===== config.mk =====
export PLATFORM = sky130hd
export DESIGN_NAME = ascii_speed_command_pwm_core_flat
export DESIGN_NICKNAME = d
export VERILOG_FILES = /design/src/rtl/core/ascp_pkg.sv /design/src/rtl/core/ascp_if.sv /design/src/rtl/core/ascp_front.sv /design/src/rtl/core/ascp_queue.sv /design/src/rtl/core/ascp_back.sv /design/src/rtl/core/ascii_speed_command_pwm_core.sv /design/src/flat_wrapper.sv
export SDC_FILE = /design/constraint.sdc
export NUM_CORES = 1
export LEC_CHECK = 0
export BUFFER_PORTS_ARGS = -buffer_cell sky130_fd_sc_hd__buf_2
export CAP_MARGIN = 20
export CORE_ASPECT_RATIO = 2
export CORE_MARGIN = 2
export CORE_UTILIZATION = 55
export DETAILED_ROUTE_END_ITERATION = 6
export HOLD_SLACK_MARGIN = 0.12
export PLACE_DENSITY_LB_ADDON = 0.1
export SYNTH_ARGS = -nofsm -noshare
export SYNTH_HDL_FRONTEND = slang
export SYNTH_HIERARCHICAL = 1
export SYNTH_SLANG_ARGS = --single-unit

===== constraint.sdc =====
create_clock -name clk -period 6.53 [get_ports clk]
set_clock_uncertainty 0.15 [all_clocks]
set_input_delay 0.653 -clock clk [delete_from_list [all_inputs] [get_ports clk]]
set_output_delay 0.653 -clock clk [all_outputs]
set_load 0.02 [all_outputs]

===== src/rtl/core/ascp_pkg.sv =====
// Shared types and constants for the serial speed command PWM core.
// Holds the character codes, the keyword and the classified item format.
// No dependencies.
package ascp_pkg;

	localparam logic [7:0] CH_OPEN  = 8'h28;
	localparam logic [7:0] CH_CLOSE = 8'h29;
	localparam logic [7:0] CH_LF    = 8'h0a;
	localparam logic [7:0] CH_DC3   = 8'h13;
	localparam logic [7:0] CH_SPACE = 8'h20;
	localparam logic [7:0] CH_TAB   = 8'h09;
	localparam logic [7:0] CH_CR    = 8'h0d;
	localparam logic [7:0] CH_PLUS  = 8'h2b;
	localparam logic [7:0] CH_MINUS = 8'h2d;
	localparam logic [7:0] CH_ZERO  = 8'h30;
	localparam logic [7:0] CH_NINE  = 8'h39;

	localparam int KW_LEN = 5;
	localparam logic [7:0] KEYWORD [KW_LEN] = '{8'h73, 8'h70, 8'h65, 8'h65, 8'h64};

	localparam int QUEUE_DEPTH = 4;
	localparam int QPTR_W      = $clog2(QUEUE_DEPTH);

	// Byte or tick, already sorted into the classes the parser needs
	typedef struct packed {
		logic              is_tick;
		logic              is_zero;
		logic              is_term;
		logic              is_delim;
		logic              is_space;
		logic              is_sign;
		logic              is_minus;
		logic              is_digit;
		logic [3:0]        digit;
		logic [KW_LEN-1:0] kw_eq;
	} ascp_item_t;

endpackage


===== src/rtl/core/ascp_if.sv =====
// Valid/ready channel interfaces for the serial speed command PWM core.
// Input channel carries command and rx_byte, output channel pwm_level and duty.
// No dependencies.
interface ascp_in_if;
	logic       valid;
	logic       ready;
	logic       command;
	logic [7:0] rx_byte;

	modport source (output valid, output command, output rx_byte, input ready);
	modport sink (input valid, input command, input rx_byte, output ready);
endinterface

interface ascp_out_if;
	logic       valid;
	logic       ready;
	logic       pwm_level;
	logic [7:0] duty;

	modport source (output valid, output pwm_level, output duty, input ready);
	modport sink (input valid, input pwm_level, input duty, output ready);
endinterface


===== src/rtl/core/ascp_front.sv =====
// Front stage: accept input items and classify each byte into a registered item.
// Depends on ascp_pkg and ascp_in_if.
module ascp_front import ascp_pkg::*; (
	input  logic       clk,
	input  logic       arst_n,
	ascp_in_if.sink    rx_ch,
	output logic       item_valid,
	output ascp_item_t item,
	input  logic       item_ready
);

	logic       valid_s1;
	ascp_item_t item_s1;
	ascp_item_t cls;
	logic [7:0] ch;

	assign ch = rx_ch.rx_byte;

	always_comb begin
		cls          = '0;
		cls.is_tick  = rx_ch.command;
		cls.is_zero  = (ch == 8'h00);
		cls.is_term  = (ch == CH_CLOSE) || (ch == CH_LF) || (ch == CH_DC3);
		cls.is_delim = (ch == CH_OPEN) || (ch == CH_CLOSE);
		cls.is_space = (ch == CH_SPACE) || ((ch >= CH_TAB) && (ch <= CH_CR));
		cls.is_sign  = (ch == CH_PLUS) || (ch == CH_MINUS);
		cls.is_minus = (ch == CH_MINUS);
		cls.is_digit = (ch >= CH_ZERO) && (ch <= CH_NINE);
		cls.digit    = ch[3:0];
		for (int i = 0; i < KW_LEN; i++) begin
			cls.kw_eq[i] = (ch == KEYWORD[i]);
		end
	end

	// Hold the stage while the queue is full
	assign rx_ch.ready = !valid_s1 || item_ready;

	always_ff @(posedge clk or negedge arst_n) begin
		if (!arst_n) begin
			valid_s1 <= 1'b0;
		end else if (rx_ch.ready) begin
			valid_s1 <= rx_ch.valid;
		end
	end

	always_ff @(posedge clk) begin
		if (rx_ch.ready && rx_ch.valid) begin
			item_s1 <= cls;
		end
	end

	assign item_valid = valid_s1;
	assign item       = item_s1;

endmodule


===== src/rtl/core/ascp_queue.sv =====
// Short FIFO of classified items between the front and back stages.
// Depends on ascp_pkg.
module ascp_queue import ascp_pkg::*; (
	input  logic       clk,
	input  logic       arst_n,
	input  logic       push_valid,
	input  ascp_item_t push_item,
	output logic       push_ready,
	output logic       pop_valid,
	output ascp_item_t pop_item,
	input  logic       pop_ready
);

	ascp_item_t             mem_q [QUEUE_DEPTH];
	logic [QPTR_W-1:0]      wr_ptr_q;
	logic [QPTR_W-1:0]      rd_ptr_q;
	logic [QPTR_W:0]        count_q;
	logic                   push;
	logic                   pop;

	assign push_ready = (count_q != (QPTR_W+1)'(QUEUE_DEPTH));
	assign pop_valid  = (count_q != '0);
	assign push       = push_valid && push_ready;
	assign pop        = pop_valid && pop_ready;
	assign pop_item   = mem_q[rd_ptr_q];

	always_ff @(posedge clk or negedge arst_n) begin
		if (!arst_n) begin
			wr_ptr_q <= '0;
			rd_ptr_q <= '0;
			count_q  <= '0;
		end else begin
			if (push) begin
				wr_ptr_q <= wr_ptr_q + 1'b1;
			end
			if (pop) begin
				rd_ptr_q <= rd_ptr_q + 1'b1;
			end
			case ({push, pop})
				2'b10:   count_q <= count_q + 1'b1;
				2'b01:   count_q <= count_q - 1'b1;
				default: count_q <= count_q;
			endcase
		end
	end

	always_ff @(posedge clk) begin
		if (push) begin
			mem_q[wr_ptr_q] <= push_item;
		end
	end

endmodule


===== src/rtl/core/ascp_back.sv =====
// Back stage: run the line parser and the PWM counter, register each result.
// Depends on ascp_pkg and ascp_out_if.
module ascp_back import ascp_pkg::*; #(
	parameter int LINE_CAPACITY = 50,
	parameter int PWM_PERIOD    = 255
) (
	input  logic       clk,
	input  logic       arst_n,
	input  logic       item_valid,
	input  ascp_item_t item,
	output logic       item_ready,
	ascp_out_if.source res_ch
);

	localparam int LEN_W = $clog2(LINE_CAPACITY);

	typedef enum logic [2:0] {
		PH_LEAD, PH_NAME, PH_GAP, PH_SPACE, PH_DIGITS, PH_ARGDONE, PH_IGNORE
	} phase_t;

	phase_t             phase_q, phase_n;
	logic [2:0]         match_q, match_n;
	logic               mismatch_q, mismatch_n;
	logic [8:0]         accum_q, accum_n;
	logic               neg_q, neg_n;
	logic [LEN_W-1:0]   len_q, len_n;
	logic               trunc_q, trunc_n;
	logic [7:0]         tick_q, tick_n;
	logic               level_q, level_n;
	logic [7:0]         duty_q, duty_n;
	logic               out_valid_q;

	logic [8:0]         cnt_next;
	logic [7:0]         kw_pad;
	logic [11:0]        prod;
	logic               take;

	assign item_ready = !out_valid_q || res_ch.ready;
	assign take       = item_valid && item_ready;
	assign kw_pad     = {3'b000, item.kw_eq};
	assign cnt_next   = {1'b0, tick_q} + 9'd1;
	assign prod       = 12'(accum_q) * 12'd10 + {8'h00, item.digit};

	always_comb begin
		phase_n    = phase_q;
		match_n    = match_q;
		mismatch_n = mismatch_q;
		accum_n    = accum_q;
		neg_n      = neg_q;
		len_n      = len_q;
		trunc_n    = trunc_q;
		tick_n     = tick_q;
		level_n    = level_q;
		duty_n     = duty_q;

		if (item.is_tick) begin
			if (cnt_next <= {1'b0, duty_q}) begin
				level_n = 1'b1;
			end else if (cnt_next < 9'(PWM_PERIOD)) begin
				level_n = 1'b0;
			end
			if (cnt_next >= 9'(PWM_PERIOD)) begin
				tick_n = '0;
			end else begin
				tick_n = cnt_next[7:0];
			end
		end else begin
			if (len_q < LEN_W'(LINE_CAPACITY - 1)) begin
				len_n = len_q + 1'b1;
				if (!trunc_q) begin
					if (item.is_zero) begin
						trunc_n = 1'b1;
					end else begin
						case (phase_q)
							PH_LEAD, PH_NAME: begin
								if (item.is_delim) begin
									if (phase_q == PH_NAME) begin
										phase_n = (!mismatch_q && match_q == 3'(KW_LEN)) ?
											PH_GAP : PH_IGNORE;
									end
								end else begin
									phase_n = PH_NAME;
									if (match_q < 3'(KW_LEN) && kw_pad[match_q]) begin
										match_n = match_q + 1'b1;
									end else begin
										mismatch_n = 1'b1;
									end
								end
							end
							PH_GAP, PH_SPACE: begin
								// A non-delimiter in the gap starts the argument
								if (item.is_delim) begin
									if (phase_q == PH_SPACE) begin
										phase_n = PH_ARGDONE;
									end
								end else if (item.is_space) begin
									phase_n = PH_SPACE;
								end else if (item.is_sign) begin
									neg_n   = item.is_minus;
									phase_n = PH_DIGITS;
								end else if (item.is_digit) begin
									accum_n = {5'b00000, item.digit};
									phase_n = PH_DIGITS;
								end else begin
									phase_n = PH_ARGDONE;
								end
							end
							PH_DIGITS: begin
								if (item.is_digit) begin
									accum_n = (prod > 12'd256) ? 9'd256 : prod[8:0];
								end else begin
									phase_n = PH_ARGDONE;
								end
							end
							default: begin
							end
						endcase
					end
				end
			end
			if (item.is_term) begin
				if (phase_n == PH_SPACE || phase_n == PH_DIGITS || phase_n == PH_ARGDONE) begin
					if (neg_n && accum_n != '0) begin
						duty_n = '0;
					end else begin
						duty_n = accum_n[8] ? 8'hff : accum_n[7:0];
					end
				end
				phase_n    = PH_LEAD;
				match_n    = '0;
				mismatch_n = 1'b0;
				accum_n    = '0;
				neg_n      = 1'b0;
				len_n      = '0;
				trunc_n    = 1'b0;
			end
		end
	end

	always_ff @(posedge clk or negedge arst_n) begin
		if (!arst_n) begin
			phase_q     <= PH_LEAD;
			match_q     <= '0;
			mismatch_q  <= 1'b0;
			accum_q     <= '0;
			neg_q       <= 1'b0;
			len_q       <= '0;
			trunc_q     <= 1'b0;
			tick_q      <= '0;
			level_q     <= 1'b0;
			duty_q      <= '0;
			out_valid_q <= 1'b0;
		end else begin
			if (take) begin
				phase_q    <= phase_n;
				match_q    <= match_n;
				mismatch_q <= mismatch_n;
				accum_q    <= accum_n;
				neg_q      <= neg_n;
				len_q      <= len_n;
				trunc_q    <= trunc_n;
				tick_q     <= tick_n;
				level_q    <= level_n;
				duty_q     <= duty_n;
			end
			if (item_ready) begin
				out_valid_q <= item_valid;
			end
		end
	end

	assign res_ch.valid     = out_valid_q;
	assign res_ch.pwm_level = level_q;
	assign res_ch.duty      = duty_q;

endmodule


===== src/rtl/core/ascii_speed_command_pwm_core.sv =====
// Top level of the serial speed command decoder with software PWM output.
// Depends on ascp_pkg, ascp_if, ascp_front, ascp_queue and ascp_back.
//
// Usage:
//   rx_ch carries one item per transfer: command = 0 delivers a received
//   byte in rx_byte, command = 1 is a PWM timer tick (rx_byte ignored).
//   Bytes build a line closed by ')', LF or 0x13; a line "speed(N)" sets
//   the duty to N clamped to 0..255. Ticks step the PWM counter.
//   res_ch returns exactly one transfer per input item: pwm_level and duty
//   as they stand after that item.
// Pipeline: the transfer loads the classify register, then the item is
//   written into the queue, then the back stage pops it and loads the
//   result register.
// Throughput: one item per cycle while res_ch is ready; the parser and PWM
//   counter update together in the back stage, so nothing else throttles a steady stream.
// Reset (arst_n low): counter, level and duty go to zero, the parser starts
//   a fresh line, the queue empties and no result is pending.
// Receiver stall: the result register holds; the back stage stops popping,
//   the four-entry queue and the classify register fill, and only then does
//   rx_ch.ready drop.
module ascii_speed_command_pwm_core import ascp_pkg::*; #(
	parameter int LINE_CAPACITY = 50,
	parameter int PWM_PERIOD    = 255
) (
	input  logic       clk,
	input  logic       arst_n,
	ascp_in_if.sink    rx_ch,
	ascp_out_if.source res_ch
);

	// Front to queue
	logic       fq_valid;
	logic       fq_ready;
	ascp_item_t fq_item;

	// Queue to back
	logic       qb_valid;
	logic       qb_ready;
	ascp_item_t qb_item;

	ascp_front u_front (
		.clk        (clk),
		.arst_n     (arst_n),
		.rx_ch      (rx_ch),
		.item_valid (fq_valid),
		.item       (fq_item),
		.item_ready (fq_ready)
	);

	ascp_queue u_queue (
		.clk        (clk),
		.arst_n     (arst_n),
		.push_valid (fq_valid),
		.push_item  (fq_item),
		.push_ready (fq_ready),
		.pop_valid  (qb_valid),
		.pop_item   (qb_item),
		.pop_ready  (qb_ready)
	);

	ascp_back #(
		.LINE_CAPACITY (LINE_CAPACITY),
		.PWM_PERIOD    (PWM_PERIOD)
	) u_back (
		.clk        (clk),
		.arst_n     (arst_n),
		.item_valid (qb_valid),
		.item       (qb_item),
		.item_ready (qb_ready),
		.res_ch     (res_ch)
	);

endmodule


===== src/flat_wrapper.sv =====
// flat-port wrapper written by rule: the top's interface ports become plain ports
module ascii_speed_command_pwm_core_flat import ascp_pkg::*;
#(
	parameter int LINE_CAPACITY = 50,
	parameter int PWM_PERIOD    = 255
)
  (clk, arst_n, rx_ch_valid, rx_ch_command, rx_ch_rx_byte, rx_ch_ready, res_ch_valid, res_ch_pwm_level, res_ch_duty, res_ch_ready);
  ascp_in_if rx_ch_i ();
  ascp_out_if res_ch_i ();
  input  logic clk;
  input  logic arst_n;
  input wire logic [$bits(rx_ch_i.valid)-1:0] rx_ch_valid;
  input wire logic [$bits(rx_ch_i.command)-1:0] rx_ch_command;
  input wire logic [$bits(rx_ch_i.rx_byte)-1:0] rx_ch_rx_byte;
  output wire logic [$bits(rx_ch_i.ready)-1:0] rx_ch_ready;
  output wire logic [$bits(res_ch_i.valid)-1:0] res_ch_valid;
  output wire logic [$bits(res_ch_i.pwm_level)-1:0] res_ch_pwm_level;
  output wire logic [$bits(res_ch_i.duty)-1:0] res_ch_duty;
  input wire logic [$bits(res_ch_i.ready)-1:0] res_ch_ready;
  assign rx_ch_i.valid = rx_ch_valid;
  assign rx_ch_i.command = rx_ch_command;
  assign rx_ch_i.rx_byte = rx_ch_rx_byte;
  assign rx_ch_ready = rx_ch_i.ready;
  assign res_ch_valid = res_ch_i.valid;
  assign res_ch_pwm_level = res_ch_i.pwm_level;
  assign res_ch_duty = res_ch_i.duty;
  assign res_ch_i.ready = res_ch_ready;
  ascii_speed_command_pwm_core #(.LINE_CAPACITY(LINE_CAPACITY), .PWM_PERIOD(PWM_PERIOD)) u_core (.clk(clk), .arst_n(arst_n), .rx_ch(rx_ch_i), .res_ch(res_ch_i));
endmodule

## Word level (Yosys, flattened, before mapping)

Memories as Yosys holds them, arrays and structs flattened.
Index checks and enable logic that the tools add are counted.

- Flip-flop bits (word level): 67
- Memories: 1
- Input bits: 13
- Bits in writable memories: 68
- Output and inout bits: 11

Memories:

| name | words | width | rd ports | clocked after Yosys merged registers in | write ports | RTL line | source |
|---|---|---|---|---|---|---|---|
| u_core.u_queue.mem_q | 4 | 17 | 1 | 0 | 1 | ascp_queue.sv:14 | `ascp_item_t mem_q [QUEUE_DEPTH];` |

- Eq/ne operators: 26
- $mul: 1
- Add/sub/neg operators: 8
- $lt $le $gt $ge: 11
- Reduce and logical (&&, ||, !) cells: 38
- Bitwise operators: 1
- Muxes and demuxes: 66

Operator list:

| kind | count |
|---|---|
| two-way mux 9 bit | 11 |
| two-way mux 3 bit | 19 |
| equality test 8 x 6 -> 1 bit (second input constant) | 5 |
| equality test 8 x 7 -> 1 bit (second input constant) | 4 |
| two-way mux 1 bit | 27 |
| two-way mux 8 bit | 3 |
| case mux 9 bit (2 select lines) | 1 |
| AND reduction 8 bit | 2 |
| adder 12 x 4 -> 12 bit | 1 |
| equality test 3 bit (second input constant) | 4 |
| greater-than comparator 12 x 9 -> 1 bit (second input constant) | 1 |
| two-way mux 6 bit | 2 |
| multiplier 9 x 3 -> 11 bit (second input constant) | 1 |
| nonzero test 2 bit | 5 |
| adder 8 x 1 -> 9 bit (second input constant) | 1 |
| equality test 3 x 2 -> 1 bit (second input constant) | 3 |
| greater-or-equal comparator 9 x 8 -> 1 bit (second input constant) | 1 |
| less-or-equal comparator 9 x 8 -> 1 bit | 1 |
| logical OR 1 bit | 9 |
| less-than comparator 9 x 8 -> 1 bit (second input constant) | 1 |
| case mux 3 bit (3 select lines) | 1 |
| nonzero test 9 bit | 1 |
| equality test 8 x 4 -> 1 bit (second input constant) | 1 |
| equality test 8 x 5 -> 1 bit (second input constant) | 1 |
| 29 further kinds | 45 |

## Depth between registers and ports, before layout

Gate-level depths: netlist of run 1.

- Word-level depth: 14
- Mapped depth: 13

## Hierarchy

The synthesis of run 1 kept the hierarchy.

By module, submodules not included:

| module | times used | area an instance (µm²) | cells an instance | sequential area each (µm²) |
|---|---|---|---|---|
| ascp_back | 1 | 3478.3 | 403 | 1051.0 |
| ascp_queue | 1 | 2882.8 | 126 | 2217.1 |
| ascp_front | 1 | 793.3 | 56 | 505.5 |

## Least setup slack after synthesis of run 1

No wires, ideal clock.

- Path kind: register to register
- Start: register u_core.u_queue.rd_ptr_q[0]
- End: register u_core.u_back.accum_q[6]
- Setup time: 0.064 ns
- Required time: 6.316 ns
- Buffers on the path: 2
- Slack: 2.692 ns
- Stages on the path, launching flop included: 13
- Data arrival time: 3.624 ns
- Clock period less this slack: 3.838 ns
- Path through: dfrtp_1 -> buf_4 -> buf_4 -> mux4_2 -> ha_1 -> nand3_1 -> a211oi_2 -> o211ai_2 -> or3_1 -> o32a_1 -> or4_1 -> a21oi_1 -> a21o_1

RTL lines:

| element | RTL line | source |
|---|---|---|
| start: declaration | ascp_queue.sv:16 | `logic [QPTR_W-1:0] rd_ptr_q;` |
| start signal: assignment | ascp_queue.sv:37 | `rd_ptr_q <= rd_ptr_q + 1'b1;` |
| end signal: assignment | ascp_back.sv:158 | `accum_q <= accum_n;` |
| end: declaration | ascp_back.sv:24 | `logic [8:0] accum_q, accum_n;` |

==> impl_metrics.env, run 1 <==
export IMPL_worst_path_max_fanout=12
export IMPL_dp_hpwl_um=10300
export IMPL_p_sw_w=0.00143
export IMPL_area_growth_pct=11.5
export IMPL_hold_viol_final=0
export IMPL_cp_slowest_cell="dfrtp_1"
export IMPL_outcome="finished clean"
export IMPL_cp_required_ps=6610
export IMPL_num_vias=4834
export IMPL_io_buffer_count=23
export IMPL_placed_area_mm2=0.00740
export IMPL_synth_fp_nets=637
export IMPL_grt_pass1_wl_um=24300
export IMPL_remaining_drc_errors=0
export IMPL_path_cells="buf_4 > mux4_2 > ha_1 > a21oi_1 > a211oi_2 > o211ai_2 > or3_1 > o31ai_1 > a41oi_1 > a2111oi_0 > a221oi_1"
export IMPL_drv_cap=0
export IMPL_setup_viol=0
export IMPL_clk_path_buf_depth=2
export IMPL_grt_pass1_vias=4843
export IMPL_r2r_setup_slack_ps=1830
export IMPL_critPathCaptureType="flop"
export IMPL_async_flop_share=0.373
export IMPL_layout_common_cells="edfxtp_1, dfrtp_1, nand2_1"
export IMPL_die_h_um=165
export IMPL_hold_ws_ps=268
export IMPL_synth_edf_count=84
export IMPL_grt_max_degree=40
export IMPL_post_route_period_util=0.720
export IMPL_netSwitchingFraction=0.387
export IMPL_synth_cell_types=78
export IMPL_max_freq_mhz=213
export IMPL_p_per_area_mw_per_mm2=463
export IMPL_drive_gt1_frac=0.172
export IMPL_grt_ovfl_total=0
export IMPL_finalInstanceArea_mm2=0.00798
export IMPL_p_seq_frac=0.362
export IMPL_drt_pass1_iterations=5
export IMPL_synth_area_leaders="edfxtp_1, dfrtp_1, ha_1, mux4_2, nand2_1"
export IMPL_cts_resized=0
export IMPL_routed_wl_um=14700
export IMPL_mostFrequentLayoutCell="edfxtp_1"
export IMPL_grt_antenna_before_repair=0
export IMPL_start_kind="flop"
export IMPL_clockPowerShare=0.243
export IMPL_ys_seq_area_frac=0.527
export IMPL_first_iter_violations=376
export IMPL_ys_ff_latch=134
export IMPL_start_util=0.557
export IMPL_worst_slew_pin_slew_ps=1250
export IMPL_cts_buffers=17
export IMPL_drv_slew=0
export IMPL_yosys_area_top_type_share=0.353
export IMPL_clk_pin_slew_ps=60
export IMPL_dieArea_mm2=0.0140
export IMPL_period_minus_slack_ps=4700
export IMPL_die_width_um=84.6
export IMPL_holdCritPathClass="primary input to flop"
export IMPL_rsz0062_at_grt="false"
export IMPL_max_slew_margin=0.169
export IMPL_arrival_ps=4780
export IMPL_n_antenna_cell=0
export IMPL_yosys_area_top_type="edfxtp_1"
export IMPL_synthCells=585
export IMPL_syn_area_mm2=0.00715
export IMPL_cts_num_sinks=134
export IMPL_p_comb_frac=0.395
export IMPL_ios=24
export IMPL_htree_levels=4
export IMPL_intPower_w=0.00226
export IMPL_postSynthAreaPerCell_um2=12.2
export IMPL_ant_nets=0
export IMPL_path_buf_inv=1
export IMPL_nets=667
export IMPL_rows=59
export IMPL_vdd_drop_max_v=0.000323
export IMPL_leakagePower_nw=3.11
export IMPL_grt_usage=0.222
export IMPL_clock_latency_ps=410
export IMPL_ys_warn_count=6
export IMPL_core_area_mm2=0.0128
export IMPL_critPathMaxStageDelay_ps=640
export IMPL_tritoncts="yes"
export IMPL_path_class="flop to flop"
export IMPL_gp_congestion=0.897
export IMPL_cp_top_family="compound AO/OA/AOI/OAI gates"
export IMPL_wl_per_cell_um=18.8
export IMPL_synthFlopType="edfxtp_1"
export IMPL_setup_tns_ps=0
export IMPL_root_buffer="clkbuf_16"
export IMPL_vias_per_cell=6.20
synth_stat cells, types with 6 or more instances:
master     n
o21a_1    10
o22ai_1    6
nand2b_1   7
nor2b_1   10
dfrtp_1   50
o211ai_1   6
buf_2      6
clkbuf_1   7
o31ai_1    6
nor3_1     9
nand2_1   45
inv_1     32
xor2_1    14
edfxtp_1  84
a21oi_1   22
mux4_2    18
nor2_1    35
o21ai_0   31
ha_1      36
xnor2_1   12
and2_1     6
a22o_1     7
nand3_1   15
worst paths after layout:
path	start	endpoint	cells after the start
setup reg to reg	u_core/u_queue/rd_ptr_q[0]$_DFFE_PN0P_	u_core/u_back/res_ch.duty[2]$_DFFE_PN0P_	11
hold / removal	rx_ch_command	u_core/u_front/item[16]$_DFFE_PP_	1
hold reg to reg	u_core/u_front/item[0]$_DFFE_PP_	u_core/u_queue/mem_q[2][0]$_DFFE_PP_	0
max in group asynchronous	arst_n	u_core/u_back/accum_q[6]$_DFFE_PN0P_	3
setup / recovery	u_core/u_queue/rd_ptr_q[0]$_DFFE_PN0P_	u_core/u_back/res_ch.duty[2]$_DFFE_PN0P_	11
min in group asynchronous	arst_n	u_core/u_back/match_q[0]$_DFFE_PN0P_	2
state kept, by name (all words and copies together) (netlist names), 2 cells and up:
signal	cells
u_core/u_back/res_ch.duty	8
u_core/u_back/len_q	6
u_core/u_back/phase_q	3
u_core/u_back/tick_q	8
u_core/u_front/item	16
u_core/u_queue/wr_ptr_q	2
u_core/u_queue/rd_ptr_q	2
u_core/u_queue/mem_q	68
u_core/u_back/match_q	3
u_core/u_back/accum_q	9
u_core/u_queue/count_q	3
power by group through the flow:
stage	combinational [W]	clock [W]	sequential, W
after global routing	0.00161	0.000950	0.00136
final	0.00146	0.000897	0.00134
after global placement	0.00141	0	0.00135
after CTS	0.00145	0.000916	0.00134
after floorplan	0.00112	0	0.00129
after detailed placement	0.00143	0	0.00135
worst register-to-register path: cells and delay by family (launching register included):
kind | cells | cell delay [ps]
flip-flops | 1 | 640
adder cells (fa/ha/maj) | 1 | 380
AND/OR/NAND/NOR | 1 | 410
AO/OA/AOI/OAI | 7 | 2060
multiplexers | 1 | 550
buffers and inverters | 1 | 350
cells by family (layout without fill, tap and decap cells):
family	Yosys count	count (layout)	synth area share
compound gates	136	136	0.133
xor+xnor	28	28	0.0374
fa+ha+maj	39	39	0.0714
buf+inv	49	92	0.0289
flops	134	134	0.527
mux	22	22	0.0630
simple gates	177	177	0.139
routing by layer:
layer | part of all wire | GRT usage | up-vias
li1 | - | - | 2287
met1 | 0.43 | 0.277 | 2385
met2 | 0.51 | 0.382 | 128
met3 | 0.036 | 0.0373 | 34
met4 | 0.026 | 0.0945 | 0
met5 | 0 | 0 | -
metrics by stage:
step / std cells / total power (W) / util / setup WS (ps)
finish: 780 / 0.00369 / 0.621 / 1830
global route: 780 / 0.00392 / 0.621 / 1500
CTS: 780 / 0.00370 / 0.621 / 1880
detailed placement: 747 / 0.00278 / 0.576 / 1920
global placement: 747 / 0.00276 / 0.576 / 2070
floorplan: 585 / 0.00241 / - / 2690
layout make-up:
cell class / instances / area, um2
clock buffers: 17 / 425
clock inverters: 15 / 136
fillers: 1029 / 4870
inverters: 32 / 120
multi-input cells: 402 / 3170
flip-flops and latches: 134 / 3770
well taps: 152 / 190
repair buffers: 28 / 155
timing repair:
item                      CTS  global route
hold endpoints to repair   11             0
hold buffers                1             0
setup buffers               0             0
No activity file was read; power rests on OpenSTA's default activity.
==> run 2, diff against run 1 <==
- ABC_AREA: not set -> 1
- clock period: 6.53 -> 4.53 ns (I/O delays scaled with it)
==> impl_metrics.env, run 2 <==
export IMPL_outcome="finished clean"
export IMPL_dp_hpwl_um=12600
export IMPL_post_route_period_util=0.832
export IMPL_finalInstanceArea_mm2=0.00842
export IMPL_async_flop_share=0.373
export IMPL_mostFrequentLayoutCell="nand2_1"
export IMPL_wl_per_cell_um=15.4
export IMPL_placedCellCount=1032
export IMPL_hold_ws_ps=177
export IMPL_clock_latency_ps=410
export IMPL_root_buffer="clkbuf_16"
export IMPL_vdd_drop_max_v=0.000361
export IMPL_worst_slew_pin_slew_ps=657
export IMPL_die_h_um=170
export IMPL_area_growth_pct=11.2
export IMPL_synth_edf_count=84
export IMPL_max_slew_margin=0.562
export IMPL_nets=951
export IMPL_grt_max_degree=55
export IMPL_die_width_um=87.0
export IMPL_critPathCaptureType="flop"
export IMPL_num_vias=5913
export IMPL_rsz0062_at_grt="false"
export IMPL_io_buffer_count=23
export IMPL_start_util=0.564
export IMPL_largest_register_ffs=68
export IMPL_yosys_top_cells_count="nand2_1, inv_1, edfxtp_1"
export IMPL_drive_gt1_frac=0.115
export IMPL_hold_viol_final=0
export IMPL_p_per_area_mw_per_mm2=654
export IMPL_htree_levels=4
export IMPL_ant_nets=0
export IMPL_grt_antenna_before_repair=0
export IMPL_period_minus_slack_ps=3770
export IMPL_n_antenna_cell=0
export IMPL_setup_viol=0
export IMPL_grt_pass1_vias=5984
export IMPL_gp_congestion=0.876
export IMPL_routed_wl_um=16400
export IMPL_cts_setup_buffers=0
export IMPL_drv_cap=0
export IMPL_synth_area_leaders="edfxtp_1, dfrtp_1, nand2_1, inv_1, ha_1"
export IMPL_postSynthAreaPerCell_um2=8.82
export IMPL_tritoncts="yes"
export IMPL_remaining_drc_errors=0
export IMPL_final_cells=1067
export IMPL_syn_area_mm2=0.00757
export IMPL_cts_resized=0
export IMPL_yosys_area_top_type_share=0.333
export IMPL_synth_fp_nets=911
export IMPL_power_w=0.00551
export IMPL_ios=24
export IMPL_synthCells=859
export IMPL_cp_required_ps=4670
export IMPL_grt_pass1_wl_um=27200
export IMPL_clk_pin_slew_ps=60
export IMPL_layout_common_cells="nand2_1, inv_1, edfxtp_1"
export IMPL_ys_seq_area_frac=0.498
export IMPL_max_freq_mhz=265
export IMPL_arrival_ps=3910
export IMPL_largest_register="u_core/u_queue/mem_q"
export IMPL_drv_slew=0
export IMPL_cts_buffers=17
export IMPL_path_class="flop to flop"
export IMPL_start_kind="flop"
export IMPL_drt_pass1_iterations=5
export IMPL_synth_most_common_cell="nand2_1"
export IMPL_yosys_area_top_type="edfxtp_1"
export IMPL_synthFlopType="edfxtp_1"
export IMPL_placed_area_mm2=0.00783
export IMPL_rows=60
export IMPL_setup_tns_ps=0
export IMPL_grt_ovfl_total=0
export IMPL_ys_ff_latch=134
export IMPL_worst_path_max_fanout=54
export IMPL_grt_usage=0.239
export IMPL_holdCritPathClass="primary input to flop"
export IMPL_clk_path_buf_depth=2
export IMPL_cts_num_sinks=134
export IMPL_synth_cell_types=41
export IMPL_dieArea_mm2=0.0148
export IMPL_first_iter_violations=338
export IMPL_leakagePower_nw=3.99
export IMPL_core_area_mm2=0.0134
export IMPL_fillers=1157
export IMPL_ys_warn_count=6
export IMPL_vias_per_cell=5.54
==> run 2: cell types whose count changed in the layout (fill, tap and decap cells not counted), sizes merged, moves of 18 or more <==
cell    change
o211ai     +30
nand2     +180
nand3      +27
inv       +128
mux4       -18
nor2       +26
==> run 2: what timing repair did <==
action,4_1_cts,5_1_grt
hold buffers,3,0
setup endpoints to repair,0,0
hold endpoints to repair,52,0
==> run 2: per-layer routing <==
layer / vias up / wire [um] / track usage
li1: 2923 / - / -
met1: 2819 / 5860 / 0.226
met2: 114 / 9520 / 0.470
met3: 57 / 315 / 0.0364
met4: 0 / 744 / 0.122
met5: - / 0 / 0
==> run 2: report_power, final <==
| part | switching [W] | internal (W) |
|---|---|---|
| registers | 0.000188 | 0.00164 |
| logic | 0.00160 | 0.000770 |
| clock network | 0.000533 | 0.000777 |
| total | 0.00232 | 0.00319 |
==> run 2: critical path: stages, from the launching register on <==
cell      delay (ps)
dfrtp_1          410
inv_2            230
buf_4            490
nand2_1          110
o211ai_1         100
nand2_1          130
nor2_1           180
o21ai_0          130
o211ai_1          90
nand2_1           90
or3_1            300
a22oi_1          180
nand3b_1         140
o21ai_0           90
nand2_1          270
inv_1            180
o21ai_0          150
inv_1             70
nand2_1           70
nand2_1           50
==> run 2: per-stage QoR <==
stage           util  worst slack [ps]
2_1_floorplan      -              1360
3_3_place_gp   0.582               927
3_5_place_dp   0.582               817
4_1_cts        0.627               785
5_1_grt        0.627               315
6_report       0.627               760
==> run 2: cells by family (layout without fill, tap and decap cells) <==
kind of cell	Yosys count	after routing	share of synthesized area
and+or+nand+nor	372	372	0.222
buffers and inverters	178	231	0.0975
DFF	134	134	0.498
AOI/OAI and AO/OA	124	124	0.100
adders and majority gates	39	39	0.0674
xor gates and xnor gates	12	12	0.0139
==> run 2: cell type report <==
class	count	area, um2	area share
flip-flops and latches	134	3770	0.448
clock inverters	13	124	0.0147
inverters	164	616	0.0731
well taps	155	194	0.0230
clock buffers	19	443	0.0526
multi-input cells	547	3060	0.363
repair buffers	35	213	0.0253
==> run 2: final timing paths <==
path	startpoint	to	slack, ps	depth (start not counted)
max	u_core/u_queue/rd_ptr_q[0]$_DFFE_PN0P_	u_core/u_back/res_ch.duty[5]$_DFFE_PN0P_	760	19
min	rx_ch_rx_byte[2]	u_core/u_front/item[7]$_DFFE_PP_	180	1
max reg2reg	u_core/u_queue/rd_ptr_q[0]$_DFFE_PN0P_	u_core/u_back/res_ch.duty[5]$_DFFE_PN0P_	760	19
min reg2reg	u_core/u_queue/count_q[0]$_DFFE_PN0P_	u_core/u_queue/count_q[0]$_DFFE_PN0P_	330	1
max in group asynchronous	arst_n	u_core/u_queue/wr_ptr_q[0]$_DFFE_PN0P_	3240	3
min in group asynchronous	arst_n	u_core/u_back/accum_q[1]$_DFFE_PN0P_	540	3
==> run 3, diff against run 2 <==
- ABC_AREA: 1 -> 0
- clock period: 4.53 -> 3.45 ns (I/O delays scaled with it)
==> impl_metrics.env, run 3 (synthesis results as in run 1) <==
export IMPL_post_route_period_util=1.08
export IMPL_core_area_mm2=0.0128
export IMPL_grt_max_degree=40
export IMPL_largest_register_ffs=68
export IMPL_hold_viol_final=0
export IMPL_leakagePower_nw=3.62
export IMPL_vdd_drop_max_v=0.000763
export IMPL_path_class="flop to flop"
export IMPL_grt_usage=0.249
export IMPL_die_h_um=165
export IMPL_grt_ovfl_total=0
export IMPL_arrival_ps=3940
export IMPL_gp_congestion=0.956
export IMPL_dieArea_mm2=0.0140
export IMPL_dp_hpwl_um=11400
export IMPL_mostFrequentLayoutCell="edfxtp_1"
export IMPL_cts_num_sinks=134
export IMPL_rsz0062_at_grt="true"
export IMPL_clk_path_buf_depth=2
export IMPL_wl_per_cell_um=19.8
export IMPL_max_slew_margin=0.367
export IMPL_tritoncts="yes"
export IMPL_cp_required_ps=3660
export IMPL_vias_per_cell=6.08
export IMPL_power_w=0.00821
export IMPL_die_width_um=84.6
export IMPL_drv_slew=0
export IMPL_placedCellCount=804
export IMPL_violations="negative setup slack"
export IMPL_root_buffer="clkbuf_16"
export IMPL_ant_nets=0
export IMPL_cts_buffers=17
export IMPL_remaining_drc_errors=0
export IMPL_layout_common_cells="edfxtp_1, buf_4, dfrtp_1"
export IMPL_drive_gt1_frac=0.329
export IMPL_worst_path_max_fanout=4
export IMPL_p_per_area_mw_per_mm2=907
export IMPL_clk_pin_slew_ps=70
export IMPL_n_antenna_cell=0
export IMPL_seqCellArea_mm2=0.00377
export IMPL_setup_viol=15
export IMPL_max_freq_mhz=269
export IMPL_period_minus_slack_ps=3720
export IMPL_final_util=0.705
export IMPL_final_cells=860
export IMPL_critPathCaptureType="flop"
export IMPL_multi_input_area_mm2=0.00358
export IMPL_setup_slack_ps=-274
export IMPL_routed_wl_um=17100
export IMPL_htree_levels=4
export IMPL_holdCritPathClass="primary input to flop"
export IMPL_nets=747
export IMPL_setup_tns_ps=-2520
export IMPL_fillers=902
export IMPL_start_util=0.557
export IMPL_rows=59
export IMPL_first_iter_violations=392
export IMPL_drv_cap=0
export IMPL_io_buffer_count=23
export IMPL_grt_antenna_before_repair=0
export IMPL_area_growth_pct=26.7
export IMPL_grt_pass1_vias=5259
export IMPL_ios=24
export IMPL_worst_slew_pin_slew_ps=949
export IMPL_clock_latency_ps=420
export IMPL_largest_register="u_core/u_queue/mem_q"
export IMPL_finalInstanceArea_mm2=0.00906
export IMPL_start_kind="flop"
export IMPL_num_vias=5228
export IMPL_placed_area_mm2=0.00798
export IMPL_grt_pass1_wl_um=26600
export IMPL_drt_pass1_iterations=5
export IMPL_outcome="finished, violations left"
[run 3: critical path: stages (launching register included)]
cell      delay (ps)
dfrtp_1          420
buf_6            150
mux4_2           540
ha_4             190
fa_2             340
a21o_1           190
nor4b_4          150
xor3_1           230
a211oi_2         160
o211ai_1         200
buf_4            210
or4_4            480
a21oi_2          150
a21o_1           100
[run 3: area by class of cell]
type                       instances  area share
clock buffer                      17      0.0469
clock inverter                    15      0.0171
inverter                          32      0.0133
multi-input combinational        402       0.395
sequential                       134       0.417
tap                              152      0.0210
timing repair buffer             108      0.0903
[run 3: final timing paths]
| path | start | end | slack [ps] | depth (start not counted) |
|---|---|---|---|---|
| max | u_core/u_queue/rd_ptr_q[0]$_DFFE_PN0P_ | u_core/u_back/accum_q[6]$_DFFE_PN0P_ | -270 | 13 |
| min | res_ch_ready | u_core/u_back/res_ch.valid$_DFFE_PN0N_ | 130 | 3 |
| max reg2reg | u_core/u_queue/rd_ptr_q[0]$_DFFE_PN0P_ | u_core/u_back/accum_q[6]$_DFFE_PN0P_ | -270 | 13 |
| min reg2reg | u_core/u_back/res_ch.duty[3]$_DFFE_PN0P_ | u_core/u_back/res_ch.duty[3]$_DFFE_PN0P_ | 360 | 1 |
| max in group asynchronous | arst_n | u_core/u_back/len_q[3]$_DFFE_PN0P_ | 1990 | 3 |
| min in group asynchronous | arst_n | u_core/u_back/accum_q[3]$_DFFE_PN0P_ | 440 | 2 |
[run 3: metal layers]
| metal | vias to the layer above | track usage | wire length [um] | part of all wire |
|---|---|---|---|---|
| li1 | 2446 | - | - | - |
| met1 | 2580 | 0.291 | 6640 | 0.39 |
| met2 | 151 | 0.435 | 9090 | 0.53 |
| met3 | 51 | 0.0572 | 636 | 0.037 |
| met4 | 0 | 0.113 | 693 | 0.041 |
| met5 | - | 0 | 0 | 0 |
[run 3: timing repair]
| action | 4_1_cts | 5_1_grt |
|---|---|---|
| hold endpoints to repair | 41 | 0 |
| setup endpoints to repair | 16 | 17 |
| resized for setup | 39 | 32 |
| setup buffers | 10 | 10 |
| hold buffers | 4 | 0 |
| pin swaps | 15 | 15 |
[run 3: where the power goes]
group,internal [W],switching [W]
combinational,0.00184,0.00216
sequential,0.00217,0.000285
clock,0.000965,0.000799
[run 3: through the flow]
step           hold slack (ps)  setup slack, ps
2_1_floorplan             -101             -125
3_3_place_gp               324             -221
3_5_place_dp               341             -283
4_1_cts                    121             -158
5_1_grt                    122             -400
6_report                   128             -274
